<file path="src/rtl/dsbr_pkg.sv">
// Shared constants, payload structs and queue entry type for the DRRIP
// replacement core with per-set stream bypass. No dependencies.
`default_nettype none

package dsbr_pkg;

    // Geometry
    localparam int SET_COUNT    = 2048;
    localparam int SET_W        = $clog2(SET_COUNT);
    localparam int WAY_COUNT    = 16;
    localparam int WAY_W        = $clog2(WAY_COUNT);
    localparam int RRPV_W       = 2;
    localparam int SEL_W        = 10;
    localparam int LEADER_COUNT = 64;
    localparam int LEAD_HALF    = LEADER_COUNT / 2;
    localparam int WINDOW_BITS  = 20;
    localparam int STREAK_W     = 4;
    localparam int BIM_W        = 5;      // throttle period 32
    localparam int THR_W        = 3;
    localparam int Q_DEPTH      = 2;
    localparam int Q_PTR_W      = $clog2(Q_DEPTH);
    localparam int Q_CNT_W      = $clog2(Q_DEPTH + 1);

    localparam logic [RRPV_W-1:0]   RRPV_TOP   = '1;
    localparam logic [RRPV_W-1:0]   RRPV_LONG  = RRPV_TOP - RRPV_W'(1);
    localparam logic [RRPV_W-1:0]   RRPV_NEAR  = '0;
    localparam logic [SEL_W-1:0]    SEL_TOP    = '1;
    localparam logic [SEL_W-1:0]    SEL_MID    = SEL_TOP / 2;
    localparam logic [STREAK_W-1:0] STREAK_TOP = '1;
    localparam logic [THR_W-1:0]    THR_RESET  = THR_W'(4);

    typedef struct packed {
        logic [10:0] set_index;
        logic [19:0] address_low;
        logic        is_hit;
        logic [3:0]  hit_way;
    } t_in_item;

    typedef struct packed {
        logic [3:0] chosen_way;
        logic [1:0] inserted_rrpv;
        logic       streaming_seen;
    } t_out_item;

    typedef enum logic [1:0] {
        CLS_FOLLOW,
        CLS_SRRIP_LEAD,
        CLS_BRRIP_LEAD
    } t_class;

    typedef struct packed {
        logic [SET_W-1:0]       set;
        logic [WINDOW_BITS-1:0] addr;
        logic                   is_hit;
        logic [WAY_W-1:0]       way;
        t_class                 cls;
    } t_q_entry;

    typedef struct packed {
        logic [WINDOW_BITS-1:0] last_addr;
        logic [WINDOW_BITS-1:0] last_stride;
        logic [STREAK_W-1:0]    streak;
    } t_det;

    typedef logic [WAY_COUNT-1:0][RRPV_W-1:0] t_rrpv_row;

endpackage

`default_nettype wire

</file>
<file path="src/rtl/dsbr_queue.sv">
// Two-entry FIFO between front and back ends.
// Depends on dsbr_pkg.
`default_nettype none

module dsbr_queue (
    input  wire                i_clk,
    input  wire                i_rst_n,
    input  wire                i_push,
    input  wire                dsbr_pkg::t_q_entry i_entry,
    output logic               o_full,
    input  wire                i_pop,
    output logic               o_valid,
    output dsbr_pkg::t_q_entry o_entry
);
    import dsbr_pkg::*;

    t_q_entry             r_slot [Q_DEPTH];
    logic [Q_PTR_W-1:0]   r_wptr, r_rptr;
    logic [Q_CNT_W-1:0]   r_count;

    assign o_full  = (r_count == Q_CNT_W'(Q_DEPTH));
    assign o_valid = (r_count != '0);
    assign o_entry = r_slot[r_rptr];

    always_ff @(posedge i_clk) begin
        if (i_push) begin
            r_slot[r_wptr] <= i_entry;
        end
    end

    always_ff @(posedge i_clk) begin
        if (!i_rst_n) begin
            r_wptr  <= '0;
            r_rptr  <= '0;
            r_count <= '0;
        end else begin
            if (i_push) begin
                r_wptr <= r_wptr + Q_PTR_W'(1);
            end
            if (i_pop) begin
                r_rptr <= r_rptr + Q_PTR_W'(1);
            end
            case ({i_push, i_pop})
                2'b10:   r_count <= r_count + Q_CNT_W'(1);
                2'b01:   r_count <= r_count - Q_CNT_W'(1);
                default: r_count <= r_count;
            endcase
        end
    end

endmodule

`default_nettype wire

</file>
<file path="config.mk">
export PLATFORM = sky130hd
export DESIGN_NAME = dsbr_queue
export DESIGN_NICKNAME = d
export VERILOG_FILES = /design/src/rtl/dsbr_pkg.sv /design/src/rtl/dsbr_queue.sv
export SDC_FILE = /design/constraint.sdc
export NUM_CORES = 1
export LEC_CHECK = 0
export ABC_AREA = 1
export BUFFER_PORTS_ARGS = -buffer_cell sky130_fd_sc_hd__buf_2
export CORE_AREA = 4 4 86 88
export DETAILED_ROUTE_END_ITERATION = 10
export DIE_AREA = 0 0 90 92
export PLACE_DENSITY_LB_ADDON = 0.05
export SETUP_SLACK_MARGIN = 0.5
export SLEW_MARGIN = 10
export SYNTH_ARGS = -nofsm -noshare
export SYNTH_HDL_FRONTEND = slang
export SYNTH_SLANG_ARGS = --single-unit
</file>
<file path="constraint.sdc">
create_clock -name i_clk -period 6.28 [get_ports i_clk]
set_input_delay 0.628 -clock i_clk [delete_from_list [all_inputs] [get_ports i_clk]]
set_output_delay 0.628 -clock i_clk [all_outputs]
set_load 0.03 [all_outputs]
</file>
==> summary.md <==
| Metric | Value |
|---|---|
| Drt total wl | roughly 5100 µm |
| Startpoint types | flop |
| Worst path top cell family by delay | flip-flops |
| CP Class | flop to primary output |
| CTS tree | yes |
| Die Span X | roughly 90 µm |
| Io pins | 82 |
| First-pass GRT wire length | 7980 µm |
| Antenna Cells | 0 |
| FF+latch count, synth | 81 |
| Avg WL per Cell | 15.6 µm |
| Post-synth top area cell | edfxtp_1 |
| Crit path cell chain | mux2_2 -> buf_2 |
| FP Rows | 30 |
| PwrDens | 332 nW/µm² |
| Largest net degree at the start of global routing | 39 |
| Post CTS Setup Buffer Count | 0 |
| Starting Density | 45.9% |
| Drt first pass iters | 2 |
| CTS Hold Bufs | 0 |
| TNS Setup | 0 ns |
| Post-cts resize count | 0 |
| Synth top area cells | edfxtp_1 (75%), mux2_4 (9.8%), mux2_2 (6.6%) |
| Lkg Pwr | roughly 1.5 nW |
| H-tree levels | 3 |
| Arr. time, crit path | 2.00 ns |
| Cells after synthesis | 153 |
| All-Layer GR Usage | about an eighth |
| Clk buf depth | 2 |
| Cts bufs inserted | 9 |
| Yosys warns | 0 |
| Global route hottest layer | met2 |
| Die Area | 8280 µm² |
| Yosys cell types | 13 |
| Status | finished clean |
| Gp weighted congestion | between 0.6 and 0.7 |
| Fin crit period | 2.63 ns |
| CTS Root Cell | clkbuf_8 |
| Endpoints failing setup | 0 |
| Tcrit/Tclk final | a little over two fifths |
| Mean Syn Cell Area | 19.9 µm² |
| Starting DRC count in detailed routing | 57 |
| Die Height | 92 µm |
| Hpwl dp | 3560 µm |
| Global route overflow | 0 |
| Worst-path fanout max | 38 |
| Worst-path clk slew | 0.08 ns |
| Grt met2 use | 23.6% |
| Top cell type's share of synthesized area | around three quarters |
| CORE AREA | 6640 µm² |
| Port Buffer Count | 81 |
| Layout cells sized above 1 | 55.5% |
| Crit end category | primary output |
| Setup Skew | about 0.0047 ns |
| Worst Path Buf+Inv | 1 |
| Max Fclk | 0.381 GHz |
| Post-layout power | 1.26 mW |
| Final #Nets | around 290 |
| Rel. slew slack | 27.7% |
| Initial antenna violation count | 0 |
| Unrepaired setup endpoints after global routing | no |
| Met3 Usage GRT | 4.18% |
| Synth Net Count | 196 |
| DR vias | 1561 |
| Vias per cell | 4.77 |
| Filler cell count in the final layout | 532 |
| Synthesized area | 3050 µm² |
| VDD IR max | 0.172 mV |
| Routed Antenna Nets | 0 |
| Final Hold Fails | 0 |
| Clock sinks | 81 |
| Largest stage delay, worst path | 1.04 ns |
| Worst-Margin Slew | 1.08 ns |
| Met1 GRT Util | 12.7% |
| Critical Path RT | 5.65 ns |
| Worst min path class | input pin to flop |
| DRC viols | 0 |
| Max-cap violation count | 0 |
| Worst-skew pair later-pin latency | 0.33 ns |
| Sequential area share after synthesis | 78.1% |
| Max-slew violation count | 0 |
| Critical Path Slowest Stage Cell | dfxtp_2 |
| Vias in the first global route | 1744 |
| Layout area overhead | 24.3% |
==> cells by family after synthesis <==
group	count (synthesis)	synth area share, %
buffers and inverters	10	2.01
flip-flops	81	78.1
AO/OA/AOI/OAI	2	0.328
AND/OR/NAND/NOR	21	2.67
adder cells (fa/ha/maj)	1	0.410
multiplexers	38	16.5
==> placed cells by master (no fill, tap or decap), types with 2 or more instances in the layout <==
master | netlist | layout
clkinv_2 | 0 | 2
nand2_1 | 9 | 9
mux2_4 | 20 | 20
nor2_1 | 11 | 10
bufinv_16 | 0 | 4
dfxtp_1 | 5 | 4
mux2_2 | 18 | 18
edfxtp_1 | 76 | 76
inv_1 | 6 | 5
clkbuf_8 | 0 | 9
buf_2 | 1 | 81
==> where the power goes <==
part | switching [mW] | total, mW | internal (mW) | leakage [nW]
logic | 0.0879 | 0.146 | 0.0579 | 0.627
registers | 0.0160 | 0.639 | 0.623 | 0.755
clock network | 0.170 | 0.473 | 0.303 | 0.130
total | 0.273 | 1.26 | 0.984 | 1.51
==> per-stage QoR <==
| stage | hold slack [ns] | cells | utilization [%] | setup WS [ns] | instance area [µm²] |
|---|---|---|---|---|---|
| 2_1_floorplan | 0.463 | 153 | - | 3.56 | 3050 |
| 3_3_place_gp | 0.478 | 311 | 53.2 | 4.00 | 3530 |
| 3_5_place_dp | 0.510 | 311 | 53.2 | 3.96 | 3530 |
| 4_1_cts | 0.458 | 327 | 57.1 | 3.58 | 3790 |
| 5_1_grt | 0.450 | 327 | 57.1 | 3.48 | 3790 |
| 6_report | 0.481 | 327 | 57.1 | 3.65 | 3790 |
==> synthesized netlist by cell type <==
| library cell | count |
|---|---|
| edfxtp_1 | 76 |
| dfxtp_1 | 5 |
| buf_2 | 1 |
| buf_6 | 3 |
| mux2_4 | 20 |
| inv_1 | 6 |
| nand4_1 | 1 |
| o21ai_0 | 1 |
| nand2_1 | 9 |
| mux2_2 | 18 |
| nor2_1 | 11 |
| ha_1 | 1 |
| a21oi_1 | 1 |
==> sequential cells by signal (all words and copies together), names as in the netlist, named ones only <==
name and cells:
r_count 2, r_rptr 1, r_wptr 1, r_slot 76
==> layout make-up <==
type / count / area, µm² / share of cell area, %
Inverter: 6 / 22.5 / 0.594
Multi-Input combinational cell: 62 / 614 / 16.2
Clock buffer: 10 / 128 / 3.37
Clock inverter: 6 / 130 / 3.43
Tap cell: 80 / 100 / 2.64
Timing Repair Buffer: 82 / 413 / 10.9
Sequential cell: 81 / 2380 / 62.9
==> final timing paths <==
path                                           from                 endpoint  slack (ns)  depth (start not counted)
worst max-delay path                           flop              o_entry[31]        3.65                          2
worst min-delay path                    i_entry[34]  r_slot[1][34]$_DFFE_PP_        0.48                          1
worst max register to register  r_wptr$_SDFFE_PN0P_   r_slot[1][7]$_DFFE_PP_        4.60                          3
worst min register to register  r_rptr$_SDFFE_PN0P_                     flop        0.53                          2
==> routing by layer <==
layer	vias to the layer above	part of all wire (%)
met4	0	1.4
met1	745	37
met5	-	0
li1	756	-
met3	8	6.5
met2	52	55
==> worst reg2reg max path, cell delays in order, from the launching register on <==
cell      delay [ns]
dfxtp_1         0.35
nand2_1         0.09
clkinv_1        0.49
buf_4           0.46
No activity file was read; power rests on OpenSTA's default activity.
